### config.mk
export PLATFORM = sky130hd
export DESIGN_NAME = bhti_store
export DESIGN_NICKNAME = d
export VERILOG_FILES = /design/src/rtl/assert_macros.svh /design/src/rtl/bhti_pkg.sv /design/src/rtl/bhti_store.sv
export SDC_FILE = /design/constraint.sdc
export NUM_CORES = 2
export LEC_CHECK = 0
export BUFFER_PORTS_ARGS = -buffer_cell sky130_fd_sc_hd__buf_2
export CAP_MARGIN = 5
export CORE_ASPECT_RATIO = 0.6
export CORE_MARGIN = 2
export CORE_UTILIZATION = 55
export CTS_CLUSTER_DIAMETER = 40
export DETAILED_ROUTE_END_ITERATION = 10
export GPL_ROUTABILITY_DRIVEN = 0
export PLACE_DENSITY = 0.74
export SYNTH_ARGS = -nofsm -noshare
export SYNTH_HDL_FRONTEND = slang
export SYNTH_SLANG_ARGS = --single-unit
### constraint.sdc
create_clock -name i_clk -period 2.78 [get_ports i_clk]
set_clock_uncertainty 0.1 [all_clocks]
set_input_delay 0.417 -clock i_clk [delete_from_list [all_inputs] [get_ports i_clk]]
set_output_delay 0.417 -clock i_clk [all_outputs]
set_load 0.05 [all_outputs]
### src/rtl/assert_macros.svh
// Assertion macros for the hash table RTL, included by the top level.
`ifndef ASSERT_MACROS_SVH
`define ASSERT_MACROS_SVH

// Same-cycle implication, disabled while reset is asserted.
`define ASSERT_IMPL(label, clk, rst_n, ante, cons) \
    label: assert property (@(posedge clk) disable iff (!(rst_n)) (ante) |-> (cons)) \
        else $error("assertion failed");

// Next-cycle implication, disabled while reset is asserted.
`define ASSERT_NEXT(label, clk, rst_n, ante, cons) \
    label: assert property (@(posedge clk) disable iff (!(rst_n)) (ante) |=> (cons)) \
        else $error("assertion failed");

`endif

### src/rtl/bhti_pkg.sv
// Package with sizes, status codes and shared types of the bucketed hash table.
package bhti_pkg;

    // Table geometry.
    localparam int BUCKETS  = 16;
    localparam int SLOTS    = 8;
    localparam int BUCKET_W = $clog2(BUCKETS);
    localparam int SLOT_W   = (SLOTS > 1) ? $clog2(SLOTS) : 1;

    // Payload widths.
    localparam int KEY_W    = 31;
    localparam int REF_W    = 32;
    localparam int PRICE_W  = 32;
    localparam int STATUS_W = 3;
    localparam int BOUT_W   = 4;
    localparam int SOUT_W   = 3;
    localparam int COUNT_W  = 8;

    // Reciprocal for the home bucket computation: floor(2^S / BUCKETS).
    localparam int          RECIP_SHIFT = KEY_W + BUCKET_W;
    localparam logic [31:0] RECIP_MUL   = 32'(((64'd1) << RECIP_SHIFT) / BUCKETS);
    localparam int          REM_W       = BUCKET_W + 1;

    // Operation codes.
    localparam logic OP_INSERT = 1'b0;
    localparam logic OP_CLEAR  = 1'b1;

    // Result status codes.
    localparam logic [STATUS_W-1:0] ST_HOME     = 3'd0;
    localparam logic [STATUS_W-1:0] ST_OVERFLOW = 3'd1;
    localparam logic [STATUS_W-1:0] ST_DUP      = 3'd2;
    localparam logic [STATUS_W-1:0] ST_FULL     = 3'd3;
    localparam logic [STATUS_W-1:0] ST_CLEARED  = 3'd4;

    // Outcome of comparing one bucket row against the search key.
    typedef struct packed {
        logic              found;
        logic              dup;
        logic [SLOT_W-1:0] slot;
    } t_probe;

    // Store request into one slot.
    typedef struct packed {
        logic                en;
        logic [BUCKET_W-1:0] bucket;
        logic [SLOT_W-1:0]   slot;
        logic [KEY_W-1:0]    key;
        logic [REF_W-1:0]    name_ref;
        logic [PRICE_W-1:0]  price;
    } t_store_wr;

endpackage

### src/rtl/bhti_store.sv
// Slot store: key memory by bucket row, valid bits, record memories and row compare unit.
module bhti_store (
    input  logic                          i_clk,
    input  logic                          i_rst_n,
    input  logic                          i_clear,
    input  logic [bhti_pkg::BUCKET_W-1:0] i_rd_bucket,
    input  logic [bhti_pkg::KEY_W-1:0]    i_key,
    input  bhti_pkg::t_store_wr           i_wr,
    output bhti_pkg::t_probe              o_probe
);
    import bhti_pkg::*;

    logic [KEY_W-1:0]   mem_key   [BUCKETS][SLOTS];
    logic [REF_W-1:0]   mem_ref   [BUCKETS][SLOTS];
    logic [PRICE_W-1:0] mem_price [BUCKETS][SLOTS];
    logic [SLOTS-1:0]   r_valid   [BUCKETS];
    logic [KEY_W-1:0]   r_row     [SLOTS];
    logic [SLOTS-1:0]   r_row_vld;
    logic [SLOTS-1:0]   hit;
    logic [SLOTS-1:0]   match;
    t_probe             probe;

    // Memory write into one slot of a row, and registered row read.
    always_ff @(posedge i_clk) begin
        if (i_wr.en) begin
            mem_key[i_wr.bucket][i_wr.slot]   <= i_wr.key;
            mem_ref[i_wr.bucket][i_wr.slot]   <= i_wr.name_ref;
            mem_price[i_wr.bucket][i_wr.slot] <= i_wr.price;
        end
        r_row     <= mem_key[i_rd_bucket];
        r_row_vld <= r_valid[i_rd_bucket];
    end

    // Valid bits: cleared together by reset or a clear operation.
    always_ff @(posedge i_clk) begin
        if (!i_rst_n || i_clear) begin
            for (int b = 0; b < BUCKETS; b++) begin
                r_valid[b] <= '0;
            end
        end else if (i_wr.en) begin
            r_valid[i_wr.bucket][i_wr.slot] <= 1'b1;
        end
    end

    // Per-slot compare: an invalid slot reads as empty.
    always_comb begin
        for (int s = 0; s < SLOTS; s++) begin
            match[s] = r_row_vld[s] && (r_row[s] == i_key);
            hit[s]   = !r_row_vld[s] || match[s];
        end
    end

    // First slot that either matches or is empty.
    always_comb begin
        probe = '0;
        for (int s = SLOTS - 1; s >= 0; s--) begin
            if (hit[s]) begin
                probe.found = 1'b1;
                probe.dup   = match[s];
                probe.slot  = SLOT_W'(s);
            end
        end
    end

    assign o_probe = probe;
endmodule

* Word level (Yosys, flattened, before mapping)
Memory sizes are Yosys's and may differ from the RTL's. A register that Yosys moved wholly into a read port is not among the register bits. Index checks and enable logic that the tools add are counted. W data, S select, Z words.
Storage, ports and cells: flip-flop bits (word level) 0, memory bits (writable) 4096, input bits 141, output and inout port bits 5, word-level logic and storage cells 65, memories 2
Memory list:
- mem_key | depth 16, bits a word 248, rd ports 1, clocked after Yosys merged registers in 1, wr ports 1, RTL line bhti_store.sv:13 | logic [KEY_W-1:0] mem_key [BUCKETS][SLOTS];
- r_valid | depth 16, bits a word 8, rd ports 1, clocked after Yosys merged registers in 1, wr ports 16, RTL line bhti_store.sv:16 | logic [SLOTS-1:0] r_valid [BUCKETS];
Cells by class: order comparisons 4, equal/unequal tests 8, mux-type cells 21, bitwise operators 1, reductions and logical operators 29
Operators with widths (count):
- $eq A31 B31 Y1 | 8
- $mux W248 | 1
- $demux W31 S3 | 1
- $mux W5 | 8
- $mux W31 | 1
- $mux W8 | 3
- $logic_and A1 B1 Y1 | 10
- $logic_not A1 Y1 | 9
- $logic_or A1 B1 Y1 | 9
- $reduce_or A8 Y1 | 1
- $mux W1 | 5
- $ge A4 B4 Y1 const B | 1
- $lt A3 B4 Y1 const B | 1
- $lt A4 B1 Y1 const B | 1
- $mux W4 | 1
- $not A3 Y4 | 1
- $demux W1 S3 | 1
- $ge A3 B1 Y1 const B | 1

* Logic depth before layout (Yosys ltp)
depth in word-level cells 11, mapped depth 9

* Worst setup path after synthesis
No wires, ideal clock.
path type input port to output port, from input i_key[2] (netlist bit), to output o_probe[0] (netlist bit), arrival time 2930 ps, setup slack -667 ps, cell stages on the path 7, path buffers 1, cells stage by stage buf_2 > xor2_1 > nor4_1 > nand4_1 > nor4_1 > inv_1 > a311oi_1
RTL lines:
- from (decl) | RTL line bhti_store.sv:7 | input logic [bhti_pkg::KEY_W-1:0] i_key,
- to (decl) | RTL line bhti_store.sv:9 | output bhti_pkg::t_probe o_probe

==> results.py <==
metrics = {
    "run_status": {
        "outcome": "finished, violations left",
        "violations": "hold timing, setup timing",
    },
    "cells_and_area": {
        "layoutNonFillerInstCount": 11730,
        "synthToLayoutAreaGrowth_pct": 16.13,
        "final_area_um2": 188200,
        "drive_above_1_share_pct": 34.78,
        "fillers": 18100,
        "fin_nets": 7617,
        "fin_util_pct": 64.17,
    },
    "floorplanning": {
        "core-area_um2": 293300,
        "dieArea_um2": 299100,
        "rows": 154,
        "initial_core_util_pct": 55.25,
        "chipWidth_um": 704.7,
        "die_height_um": 424.4,
        "io-pin-count": 146,
    },
    "critical_path": {
        "r2r-start": "mem_key[3][180]$_DFFE_PP_",
        "r2r_slack_ps": 880,
        "arrival_ps": 3110,
        "cp_cell_sequence": "xnor2_1 -> nand4_1 -> nor4_1 -> nand4_1 -> nand2_1 -> a21oi_2 -> o31ai_4 -> a311oi_2 -> buf_12",
        "crit_required_ps": 2260,
        "critPathLaunchType": "register",
        "reg2reg_to": "r_row[180]$_DFF_P_",
        "slowest_delay_ps": 400,
        "worst-path-buf-inv": 1,
        "worstSetupPathType": "reg -> out",
        "cp_common_cell": "nand4_1",
        "cp_slowest_cell": "nor4_1",
        "crit_fanout": 3,
        "worstRegToRegCells": 2,
        "crit_family": "simple AND/OR/NAND/NOR gates",
        "critPathCaptureType": "output pin",
    },
    "synth": {
        "synth.top_cell.area_share_pct": 73.53,
        "ys_seq_elements": 4352,
        "synthCells": 6752,
        "synth-simple-area-share_pct": 0.8957,
        "syn-num-nets": 6893,
        "synth_seq_area_share_pct": 78.28,
        "synth_compound_area_share_pct": 0.9513,
        "synth_top_family_by_area": "multiplexers",
        "yosysTopAreaCell": "edfxtp_1",
        "synth_commonest_cells": "3968 x edfxtp_1, 1241 x mux4_2, 384 x dfxtp_1, 170 x clkbuf_1, 142 x xnor2_1",
        "yosys-top-cells-area": "edfxtp_1 74%, mux4_2 17%, dfxtp_1 4.7%",
        "synth_edf_count": 3968,
        "synth.avg_cell_area_um2": 24.00,
        "yosys.area_share.adder_pct": 0,
        "synth.most_common_cell": "edfxtp_1",
        "synth_xor_area_share_pct": 1.340,
        "ys_warn_count": 0,
        "ys_async_sr_fraction_pct": 0,
        "synth_cell_types": 31,
        "synth_area_um2": 162000,
        "ys.flop_type": "edfxtp_1",
        "synthMuxAreaShare_pct": 17.49,
    },
    "power": {
        "switchingPower_mw": 29.50,
        "p_leak_nw": 59.22,
        "p_seq_share_pct": 53.5,
        "power.density_nw_per_um2": 720.6,
        "power_mw": 135.6,
        "cell_internal_pwr_mw": 106.1,
        "p_comb_share_pct": 5.5,
        "peakVddDrop_uv": 630.8,
        "pwr-share-clk_pct": 41.1,
        "switching_share_pct": 21.75,
    },
    "route": {
        "drt-initial-drc-count": 14340,
        "vias": 79710,
        "finalWirelength_um": 445800,
        "routedWlPerCell_um": 38.01,
        "viasPerCell": 6.796,
        "firstDrtPassIters": 6,
        "drc": 0,
        "antenna_left": 0,
    },
    "clock_network": {
        "cts.htree.levels": 5,
        "cts_tree": "done",
        "cts.path.max_buffers": 4,
        "path_clk_slew_ps": 70,
        "numCtsBuffers": 389,
        "clock_latency_ps": 950,
        "clock_sinks": 4352,
        "cts-root-buf": "clkbuf_16",
    },
    "sta": {
        "hold_violations": 4,
        "setup_ws_ps": -842.9,
        "maxSlewHeadroom_pct": 19.54,
        "period_share_pct": 130.3,
        "setup-tns-final_ps": -3919,
        "hold_ws_ps": -24.46,
        "rsz0062_at_grt": "true",
        "timing.fmax_mhz": 276.0,
        "setup_violations": 5,
        "fin_crit_ps": 3623,
        "slew_violations": 0,
        "worstMarginPinSlew_ps": 1207,
    },
    "placed_design": {
        "port_buffers": 81,
        "dp_hpwl_um": 256600,
        "dpl_cell_area_um2": 174300,
        "dp_cells": 10950,
    },
    "job": {
        "maxCapViolCount": 0,
    },
    "global_routing": {
        "grt_pass1_vias": 78690,
        "grt_pass1_wl_um": 621200,
        "gr-total-overflow": 0,
        "grt_max_degree": 129,
        "antenna_found_initial": 59,
        "grt_use_total_pct": 29.85,
    },
    "hold_path": {
        "hold_path_depth": 4,
        "hold_path_class": "in -> reg",
        "hold-path-endpoint": "r_valid[10][1]$_DFF_P_",
        "min_from": "i_rst_n",
    },
}
[power by group through the flow]
stage	logic (mW)	clock network (mW)	registers (mW)
floorplan	3.52	0	73.5
global placement	6.99	0	73.8
detailed placement	7.13	0	73.8
CTS	7.28	56.2	72.4
global route	7.67	58.5	72.4
finish	7.40	55.7	72.5
[sequential cells by signal, indices dropped and copies added, names as in the netlist]
signal	count
mem_key	3968
r_valid	128
r_row_vld	8
r_row	248
[logic make-up after synthesis]
kind of cell | count (synthesis)
flip-flops | 4352
multiplexers | 1280
buffers and inverters | 357
XOR/XNOR | 248
AO/OA/AOI/OAI | 219
AND/OR/NAND/NOR | 296
[worst register-to-register path: cells and delay by family (launching register included)]
family / cells / cell delay (ps)
muxes: 2 / 1180
DFF: 1 / 420
[area by class of cell]
class / instances / area [um^2] / area share (%)
clock inverter: 205 / 2422 / 1.287
antenna: 26 / 65.06 / 0.03457
clock buffer: 513 / 10700 / 5.687
timing repair buffer: 684 / 8397 / 4.462
tap: 3900 / 4880 / 2.593
inverter: 6 / 22.52 / 0.01197
sequential: 4352 / 126900 / 67.44
multi-input combinational: 2043 / 34790 / 18.49
[layer usage]
metal	GRT usage, %	wire [um]	vias to the layer above	share of wire [%]
met5	0	189	-	0.042
met4	9.195	15400	28	3.5
li1	-	-	30180	-
met2	43.08	197700	6403	44
met3	9.322	68990	893	15
met1	44.36	163600	42210	37
[how the worst max path moves through the flow]
stage / startpoint / depth (start not counted) / endpoint / slack [ps]
after floorplan: i_wr[102] / 4 / mem_key[10][31]$_DFFE_PP_ / -180
after global placement: i_key[19] / 11 / o_probe[3] / -570
after detailed placement: i_key[19] / 12 / o_probe[4] / -630
after CTS: r_row[170]$_DFF_P_ / 10 / o_probe[3] / -830
after global routing: r_row[132]$_DFF_P_ / 10 / o_probe[0] / -970
final: r_row[37]$_DFF_P_ / 9 / o_probe[0] / -840
[what timing repair did]
item / 4_1_cts / 5_1_grt
hold buffers: 29 / 1
gates cloned: 0 / 0
pin swaps: 23 / 18
endpoints found under the setup margin: 5 / 5
gates resized for setup: 72 / 32
setup buffers: 1 / 1
hold endpoints to repair: 817 / 16
[metrics by stage]
| stage | setup WS [ps] | hold WS [ps] |
|---|---|---|
| after floorplan | -183.9 | 335.4 |
| after global placement | -565.5 | 340.3 |
| after detailed placement | -629.2 | 348.3 |
| after CTS | -831.7 | 6.092 |
| after global routing | -969.2 | 6.465 |
| final | -842.9 | -24.46 |
[layout by cell type (no fill, tap or decap), drive strengths merged]
cell,Yosys,routed
nor2b,47,47
nor3,1,1
a21oi,41,41
a31oi,1,1
xnor2,142,142
nand4,46,46
o21a,128,128
edfxtp,3968,3968
diode,0,26
bufinv,0,40
nor2,134,134
nand3,11,11
o21ai,1,1
mux2i,39,39
dfxtp,384,384
mux4,1241,1241
clkinvlp,0,17
xor2,106,106
clkbuf,170,513
o22ai,1,1
o31ai,1,1
a311oi,1,1
nor4,37,37
clkinv,0,110
inv,6,44
dlygate4sd3,0,30
nand2,20,20
a21boi,3,3
o211a,1,1
o2111ai,1,1
o211ai,1,1
buf,181,654
a211oi,39,39
Power figures use the tool's default switching activity.
