### config.mk
export PLATFORM = sky130hd
export DESIGN_NAME = bhti_hash
export DESIGN_NICKNAME = d
export VERILOG_FILES = /design/src/rtl/assert_macros.svh /design/src/rtl/bhti_pkg.sv /design/src/rtl/bhti_hash.sv
export SDC_FILE = /design/constraint.sdc
export NUM_CORES = 1
export LEC_CHECK = 0
export ABC_AREA = 1
export BUFFER_PORTS_ARGS = -buffer_cell sky130_fd_sc_hd__buf_2
export CAP_MARGIN = 0
export CORE_AREA = 5 5 42 44
export CTS_CLUSTER_DIAMETER = 150
export DETAILED_ROUTE_END_ITERATION = 7
export DIE_AREA = 0 0 47 49
export GPL_TIMING_DRIVEN = 0
export MAX_ROUTING_LAYER = met4
export PLACE_DENSITY = 0.57
export SETUP_SLACK_MARGIN = 0.4
export SYNTH_ARGS = -nofsm -noshare
export SYNTH_HDL_FRONTEND = slang
export SYNTH_SLANG_ARGS = --single-unit
### constraint.sdc
create_clock -name i_clk -period 0.9 [get_ports i_clk]
set_input_delay 0.135 -clock i_clk [delete_from_list [all_inputs] [get_ports i_clk]]
set_output_delay 0.135 -clock i_clk [all_outputs]
set_load 0.02 [all_outputs]
### src/rtl/assert_macros.svh
// Assertion macros for the hash table RTL, included by the top level.
`ifndef ASSERT_MACROS_SVH
`define ASSERT_MACROS_SVH

// Same-cycle implication, disabled while reset is asserted.
`define ASSERT_IMPL(label, clk, rst_n, ante, cons) \
    label: assert property (@(posedge clk) disable iff (!(rst_n)) (ante) |-> (cons)) \
        else $error("assertion failed");

// Next-cycle implication, disabled while reset is asserted.
`define ASSERT_NEXT(label, clk, rst_n, ante, cons) \
    label: assert property (@(posedge clk) disable iff (!(rst_n)) (ante) |=> (cons)) \
        else $error("assertion failed");

`endif

### src/rtl/bhti_pkg.sv
// Package with sizes, status codes and shared types of the bucketed hash table.
package bhti_pkg;

    // Table geometry.
    localparam int BUCKETS  = 16;
    localparam int SLOTS    = 8;
    localparam int BUCKET_W = $clog2(BUCKETS);
    localparam int SLOT_W   = (SLOTS > 1) ? $clog2(SLOTS) : 1;

    // Payload widths.
    localparam int KEY_W    = 31;
    localparam int REF_W    = 32;
    localparam int PRICE_W  = 32;
    localparam int STATUS_W = 3;
    localparam int BOUT_W   = 4;
    localparam int SOUT_W   = 3;
    localparam int COUNT_W  = 8;

    // Reciprocal for the home bucket computation: floor(2^S / BUCKETS).
    localparam int          RECIP_SHIFT = KEY_W + BUCKET_W;
    localparam logic [31:0] RECIP_MUL   = 32'(((64'd1) << RECIP_SHIFT) / BUCKETS);
    localparam int          REM_W       = BUCKET_W + 1;

    // Operation codes.
    localparam logic OP_INSERT = 1'b0;
    localparam logic OP_CLEAR  = 1'b1;

    // Result status codes.
    localparam logic [STATUS_W-1:0] ST_HOME     = 3'd0;
    localparam logic [STATUS_W-1:0] ST_OVERFLOW = 3'd1;
    localparam logic [STATUS_W-1:0] ST_DUP      = 3'd2;
    localparam logic [STATUS_W-1:0] ST_FULL     = 3'd3;
    localparam logic [STATUS_W-1:0] ST_CLEARED  = 3'd4;

    // Outcome of comparing one bucket row against the search key.
    typedef struct packed {
        logic              found;
        logic              dup;
        logic [SLOT_W-1:0] slot;
    } t_probe;

    // Store request into one slot.
    typedef struct packed {
        logic                en;
        logic [BUCKET_W-1:0] bucket;
        logic [SLOT_W-1:0]   slot;
        logic [KEY_W-1:0]    key;
        logic [REF_W-1:0]    name_ref;
        logic [PRICE_W-1:0]  price;
    } t_store_wr;

endpackage

### src/rtl/bhti_hash.sv
// Home bucket unit: key modulo BUCKETS through a reciprocal multiply and one correction.
module bhti_hash (
    input  logic                          i_clk,
    input  logic                          i_rst_n,
    input  logic                          i_start,
    input  logic [bhti_pkg::KEY_W-1:0]    i_key,
    output logic                          o_done,
    output logic [bhti_pkg::BUCKET_W-1:0] o_home
);
    import bhti_pkg::*;

    logic [KEY_W-1:0] r_key;
    logic [KEY_W-1:0] r_quot;
    logic [REM_W-1:0] r_rem;
    logic             r_v1;
    logic             r_v2;
    logic [62:0]      prod;
    logic [REM_W-1:0] rem;

    // First stage: estimated quotient, exact or one too small.
    assign prod = 63'(i_key) * 63'(RECIP_MUL);

    // Second stage: remainder estimate, below twice BUCKETS, low bits only.
    assign rem = REM_W'(r_key) - REM_W'(r_quot) * REM_W'(BUCKETS);

    always_ff @(posedge i_clk) begin
        if (!i_rst_n) begin
            r_v1 <= 1'b0;
            r_v2 <= 1'b0;
        end else begin
            r_v1 <= i_start;
            r_v2 <= r_v1;
        end
    end

    always_ff @(posedge i_clk) begin
        if (i_start) begin
            r_key  <= i_key;
            r_quot <= KEY_W'(prod >> RECIP_SHIFT);
        end
        if (r_v1) begin
            r_rem <= rem;
        end
    end

    // Final correction: one compare and subtract.
    assign o_done = r_v2;
    assign o_home = (r_rem >= REM_W'(BUCKETS)) ? BUCKET_W'(r_rem - REM_W'(BUCKETS))
                                               : BUCKET_W'(r_rem);
endmodule

=== Yosys cells after proc, flatten, opt, wreduce, memory -nomap -nowiden ===
Cells that the tools add are included.

* Muxes and demuxes: 1
* Add/subtract/negate cells: 2
* Magnitude comparators: 1

{| class="wikitable"
|+ Operator list
! cell !! number
|-
| $ge A5 B5 Y1 const B || 1
|-
| $sub A5 B5 Y5 || 1
|-
| $mux W4 || 1
|-
| $sub A4 B1 Y4 const B || 1
|}

* Output and inout port bits: 5
* Input bits: 34
* Bits in registers: 13

=== Logic depth before layout (Yosys ltp) ===
Gate-level depths: netlist (run 1).

* Word-level depth: 2
* Mapped depth: 2

=== Worst setup path before layout (run 1) ===
OpenSTA, ideal clock, no wires.

* Path kind: register to register
* From: reg r_v1
* To: reg r_rem[0], enable pin
* Data required time: 589 ps
* Setup slack: 219 ps
* Library setup time: 311 ps
* Clock period less this slack: 681 ps
* Stages on the path, launching flop included: 1
* Arrival: 370 ps
* Path through: dfxtp_1

{| class="wikitable"
|+ RTL lines
! what !! line !! text
|-
| start, declared || bhti_hash.sv:15 || <nowiki>logic r_v1;</nowiki>
|-
| start signal, assigned || bhti_hash.sv:31 || <nowiki>r_v1 <= i_start;</nowiki>
|-
| end signal, assigned || bhti_hash.sv:42 || <nowiki>r_rem <= rem;</nowiki>
|-
| end, declared || bhti_hash.sv:14 || <nowiki>logic [REM_W-1:0] r_rem;</nowiki>
|}

No word-level cell between the ends.

=== Worst setup path in the final report (run 1) ===
* From: reg r_rem[3]
* To: out o_home[3] in the netlist's numbering

* Longest elaborated chain between the ends: 2

{| class="wikitable"
|+ Ends and longest elaborated chain
! what !! line !! text
|-
| $sub A4 B1 Y4 / $ge A5 B5 Y1 (equally long branches) || bhti_hash.sv:48 || <nowiki>assign o_home = (r_rem >= REM_W'(BUCKETS)) ? BUCKET_W'(r_rem - REM_W'(BUCKETS))</nowiki>
|-
| $mux W4 (*) || bhti_hash.sv:48 ||
|-
| end, declared || bhti_hash.sv:8 || <nowiki>output logic [bhti_pkg::BUCKET_W-1:0] o_home</nowiki>
|}

Mark *: on every way between the ends. The rest lies on a longest branch, timed or not.

==> qor.txt, run 1 <==
Outcome -> finished with violations
Failing checks -> negative setup slack
Peak fanout along the critical path -> 1
IO buf count -> 11
Delay-heaviest family, CP -> flip-flops
Multiplexer area fraction after synthesis -> 0
Area of the core -> 0.001401 mm^2
Placed inst area -> 372.9 um^2
Met2 global-route usage -> 0.05882
Multi-input gate area in the final layout -> 10.01 um^2
GRT met1 Usage -> 0.04795
Minimum clock period -> 0.9102 ns
Max clock buf depth -> 2
CTS Sinks -> 10
Fmax -> 1.099 GHz
Startpoint Class -> register
Worst Tran Pin Value -> 0.1111 ns
Largest family of logic cells by synthesized area -> buffers and inverters
Commonest cells after routing, fill and taps aside -> 8 x edfxtp_1, 7 x buf_2, 4 x buf_6
Setup Fix Bufs, Post-CTS -> 0
Final period util -> 1.011
WL final -> 411 um
Total track usage -> 0.05556
1st-iter DRT viols -> 2
CTS Hold Bufs -> 0
Dpl cells -> 41
Mapped Cells -> 14
Critical path type -> reg -> out
Final setup margin -> -0.01018 ns
Grt ovf -> 0
Largest net degree at the start of global routing -> 7
Detailed Place HPWL -> 340.6 um
Die Area -> 0.002303 mm^2
Synthesis-stage register bit count -> 10
Seq pwr share -> 0.605
Post-synthesis simple-gate area fraction -> 0.02542
Worst rel slew slack -> 0.9264
GP Congestion -> 0.7092
Die W -> 47 um
Pre-Repair DR Iteration Count -> 2
CTS tree -> built
P&R area growth vs syn -> 45.34%
Switch share -> 0.1959
CP peak stage delay -> 0.38 ns
Pint -> 0.0007278 W
Syn nets -> 48
XOR/XNOR Fraction of Synth Area -> 0
Clock power share -> 0.321
Leakage -> 0.1801 nW
CTS Root Cell -> clkbuf_4
Most common cell after layout, fill and taps aside -> edfxtp_1
Synth warnings -> 0
Yosys top cell by area -> edfxtp_1
Peak VDD IR -> 582.1 uV
Crit path DAT -> 0.78 ns
Detailed-route vias per instance -> 3.533
N_diodes -> 0
Fin. max-slew vios -> 0
Hold WS -> 0.05230 ns
Share of cells above drive strength 1 -> 0.6207
Mapped Area -> 295.3 um^2
Inserted Clock Buffers -> 3
Setup Skew -> 0.006243 ns
Mapped Avg Cell Area -> 21.09 um^2
Post-route non-filler standard cell count -> 45
Synth Area in Adders -> 0
Hold crit path type -> in -> reg
Unrepaired setup endpoints after global routing -> yes
Nets -> 64
Critical path buffers and inverters -> 1
P_sw -> 0.0001773 W
Synth top area cells -> edfxtp_1 81%, dfxtp_1 14%, inv_1 2.5%
Combinational share of power -> 0.074
DR WL/cell -> 9.133 um
Reg clk slew, reported paths -> 0.06 ns
Antenna violations before repair -> 0
Clock latency on the worst-skew pair -> 0.26 ns
Pwr Density -> 2109 mW/mm^2
Crit path cell chain -> buf_6
Total power -> 0.0009051 W
M3 GR Usage -> 0.06273
Finish-stage setup viols -> 3
Detailed-route DRC error count -> 0
Die Height -> 49 um
Seq/Total Area, Yosys -> 0.9492
I/O pin cnt -> 39
Final hold violations -> 0
Design area -> 429.2 um^2
Initial Util -> 0.2107
Layout fillers -> 150
Post-synthesis compound-gate area fraction -> 0
Reg area -> 285.3 um^2
H-tree Lvls -> 1
First-pass GRT wire length -> 724 um
Vias in the first global route -> 168
Total number of vias -> 159
ANT nets after route -> 0
Synth top area share -> 0.8136
CP Capture Type -> primary output
Yosys cell types -> 4
Critical-path top delay cell -> edfxtp_1
Row count -> 14
Req. time, crit path -> 0.76 ns
Max Cap Viol -> 0
Gr busiest metal -> met3
## per-layer routing
layer	share of wire	up-vias
li1	-	77
met1	0.37	70
met2	0.46	12
met3	0.16	0
met4	0	0
met5	0	-
## kinds of logic (layout without fill, tap and decap cells)
logic type / after synthesis / in the layout
AND/OR/NAND/NOR: 2 / 2
flip-flops: 10 / 10
buffers and inverters: 2 / 17
## cells in the mapped netlist
master,n
edfxtp_1,8
dfxtp_1,2
inv_1,2
nand2_1,2
## per-stage QoR
step / setup TNS (ns) / utilization / worst slack (ns)
floorplan: 0 / - / 0.2639
global placement: 0 / 0.2661 / 0.2539
detailed placement: 0 / 0.2661 / 0.2429
CTS: -0.08655 / 0.2911 / -0.03065
global route: -0.2159 / 0.3063 / -0.06640
finish: -0.02584 / 0.3063 / -0.01018
## repair_timing
| item | CTS | global route |
|---|---|---|
| setup endpoints to repair | 14 | 14 |
| resized for setup | 3 | 8 |
| hold endpoints to repair | 0 | 0 |
## path summary, 6_finish.rpt
kind / from / to / slack (ns) / depth (start not counted)
setup / recovery: r_rem[3] / o_home[3] / -0.01 / 1
hold / removal: i_key[2] / r_key[2] / 0.05 / 1
setup reg to reg: r_v1 / r_rem[1] / 0.24 / 0
hold reg to reg: r_key[3] / r_rem[3] / 0.41 / 0
## power by group through the flow
stage / clock network [W] / logic, W / registers [W]
after floorplan: 0 / 0.00000265 / 0.000575
after global placement: 0 / 0.0000519 / 0.000554
after detailed placement: 0 / 0.0000543 / 0.000557
after CTS: 0.000312 / 0.0000563 / 0.000546
after global routing: 0.000333 / 0.0000722 / 0.000551
final: 0.000290 / 0.0000670 / 0.000548
## state kept, by name (all words and copies together), names as in the netlist
signal  flops
r_rem       4
r_key       4
o_done      1
r_v1        1
## cell type report
class | instances | area share
flip-flops and latches | 10 | 0.6647
repair buffers | 11 | 0.1866
clock buffers | 3 | 0.05248
well taps | 16 | 0.04665
multi-input cells | 2 | 0.02332
inverters | 2 | 0.01749
clock inverters | 1 | 0.008746
Note: power is estimated with default switching activity, not from simulation.
==> run 2, diff against run 1 <==
--- a/config.mk
+++ b/config.mk
@@ -14,7 +14,6 @@
 export DIE_AREA = 0 0 47 49
 export GPL_TIMING_DRIVEN = 0
 export MAX_ROUTING_LAYER = met4
-export PLACE_DENSITY = 0.57
 export SETUP_SLACK_MARGIN = 0.4
 export SYNTH_ARGS = -nofsm -noshare
 export SYNTH_HDL_FRONTEND = slang
==> constraint.sdc (replaced) <==
create_clock -name i_clk -period 1.06 [get_ports i_clk]
set_input_delay 0.159 -clock i_clk [delete_from_list [all_inputs] [get_ports i_clk]]
set_output_delay 0.159 -clock i_clk [all_outputs]
set_load 0.02 [all_outputs]
==> run 2 against run 1 <==
The flow now finishes without violations. Routed wire length is 1.2% lower. Clock power is 18% lower. First-iteration DRC count is 50% lower. Die area stayed put. Sequential power is 15% lower. Combinational power is 12% lower. Flip-flop and latch count stayed put. Hold slack better by 0.028 ns. Clock-buffer cell count stayed put. Setup slack better by 0.14 ns. Largest cell class unchanged. Highest routed layer unchanged.
==> qor.txt, run 2 (same netlist as run 1, synthesis figures left out) <==
CTS Sinks -> 10
Vias in the first global route -> 174
WL final -> 406 um
ANT nets after route -> 0
DR top layer -> met3
P&R area growth vs syn -> 45.34%
Req. time, crit path -> 0.90 ns
Reg clk slew, reported paths -> 0.06 ns
Worst Tran Pin Value -> 0.1060 ns
Commonest cells after routing, fill and taps aside -> 8 x edfxtp_1, 6 x buf_2, 5 x buf_6
Grt ovf -> 0
Row count -> 14
Layout fillers -> 144
Pre-Repair DR Iteration Count -> 2
Finish-stage setup viols -> 0
Critical path type -> reg -> out
Post-route non-filler standard cell count -> 44
RR Endpoint -> r_rem[3]
Fin. max-slew vios -> 0
N_diodes -> 0
CP Capture Type -> primary output
Setup Skew -> 0.004608 ns
Top flop regs -> r_key x4, r_rem x4
Clock latency on the worst-skew pair -> 0.25 ns
Largest net degree at the start of global routing -> 6
R2R Path Start -> r_v1
H-tree Lvls -> 1
Worst rel slew slack -> 0.9293
Unrepaired setup endpoints after global routing -> yes
Detailed-route DRC error count -> 0
Detailed Place HPWL -> 324.4 um
Delay-heaviest family, CP -> flip-flops
Crit path cell chain -> buf_6
Startpoint Class -> register
Setup Fix Bufs, Post-CTS -> 0
Final hold violations -> 0
CTS tree -> built
Final period util -> 0.8803
Detailed-route vias per instance -> 3.523
First-pass GRT wire length -> 662 um
Most common cell after layout, fill and taps aside -> edfxtp_1
Die Height -> 49 um
Peak VDD IR -> 474.7 uV
Total number of vias -> 155
Final setup margin -> 0.1269 ns
Pwr Density -> 1778 mW/mm^2
Nets -> 64
Crit path DAT -> 0.77 ns
Hold EP -> r_key[1]
Initial Util -> 0.2107
CP peak stage delay -> 0.38 ns
Die Area -> 0.002303 mm^2
Worst r2r path cells -> 0
Hold crit path type -> in -> reg
Max clock buf depth -> 2
Fmax -> 1.072 GHz
Peak fanout along the critical path -> 1
Share of cells above drive strength 1 -> 0.5714
Total track usage -> 0.04389
Critical path buffers and inverters -> 1
Die W -> 47 um
Critical-path top delay cell -> edfxtp_1
WL met2 -> 159 um
Max Cap Viol -> 0
Minimum clock period -> 0.9331 ns
Outcome -> completed
Reg-to-reg setup timing slack -> 0.41 ns
Met3 WL post-DR -> 67 um
Area of the core -> 0.001401 mm^2
Total negative slack -> 0 ns
CTS Hold Bufs -> 0
IO buf count -> 11
I/O pin cnt -> 39
Leakage -> 0.1823 nW
Dpl ws -> 0.3986 ns
Hold_sp -> i_key[1]
GP Congestion -> 0.6540
Hold Crit Depth -> 1
DR WL/cell -> 9.227 um
Antenna violations before repair -> 0
DRT met1 WL -> 179 um
Inserted Clock Buffers -> 3
1st-iter DRT viols -> 1
CTS Root Cell -> clkbuf_4
Dpl cells -> 41
run 2: through the flow:
| step | total power [W] | util | hold WS [ns] | instance area [um^2] |
|---|---|---|---|---|
| final | 0.0007631 | 0.3063 | 0.08003 | 429.2 |
| after global routing | 0.0008006 | 0.3063 | 0.07280 | 429.2 |
| after CTS | 0.0007612 | 0.2884 | 0.07187 | 404.1 |
| after detailed placement | 0.0005185 | 0.2652 | 0.3399 | 371.6 |
| after global placement | 0.0005164 | 0.2652 | 0.3380 | 371.6 |
| after floorplan | 0.0004906 | - | 0.2524 | 296.5 |
run 2: worst max path at each step:
stage | from | endpoint | slack (ns) | cells past startpoint
after floorplan | r_v1 | r_rem[0] | 0.42 | 0
after global placement | r_rem[0] | o_home[0] | 0.40 | 1
after detailed placement | r_v1 | r_rem[1] | 0.40 | 0
after CTS | r_rem[1] | o_home[1] | 0.12 | 1
after global routing | r_rem[2] | o_home[2] | 0.09 | 1
final | r_rem[1] | o_home[1] | 0.13 | 1
run 2: area by class of cell:
class / count / area [um^2] / share of cell area
Multi-Input combinational cell: 2 / 7.507 / 0.01749
Sequential cell: 10 / 285.3 / 0.6647
Timing Repair Buffer: 11 / 86.33 / 0.2012
Inverter: 2 / 7.507 / 0.01749
Tap cell: 16 / 20.02 / 0.04665
Clock buffer: 3 / 22.52 / 0.05248
run 2: where the power goes:
group | leakage (nW) | total (W) | switching (W) | internal (W)
Clock | 0.0138 | 0.000238 | 0.000108 | 0.000130
Combinational | 0.0742 | 0.0000588 | 0.0000275 | 0.0000313
Sequential | 0.0942 | 0.000466 | 0.0000116 | 0.000455
Total | 0.182 | 0.000763 | 0.000147 | 0.000616
run 2: what timing repair did:
action                                  in CTS  in global routing
endpoints found under the setup margin       9                  5
gates resized for setup                      4                  8
cloned                                       0                  0
run 2: layer usage:
layer | vias to the layer above | track usage
met4 | 0 | 0.04147
li1 | 76 | -
met3 | 0 | 0.02214
met1 | 67 | 0.05492
met5 | - | -
met2 | 12 | 0.04751
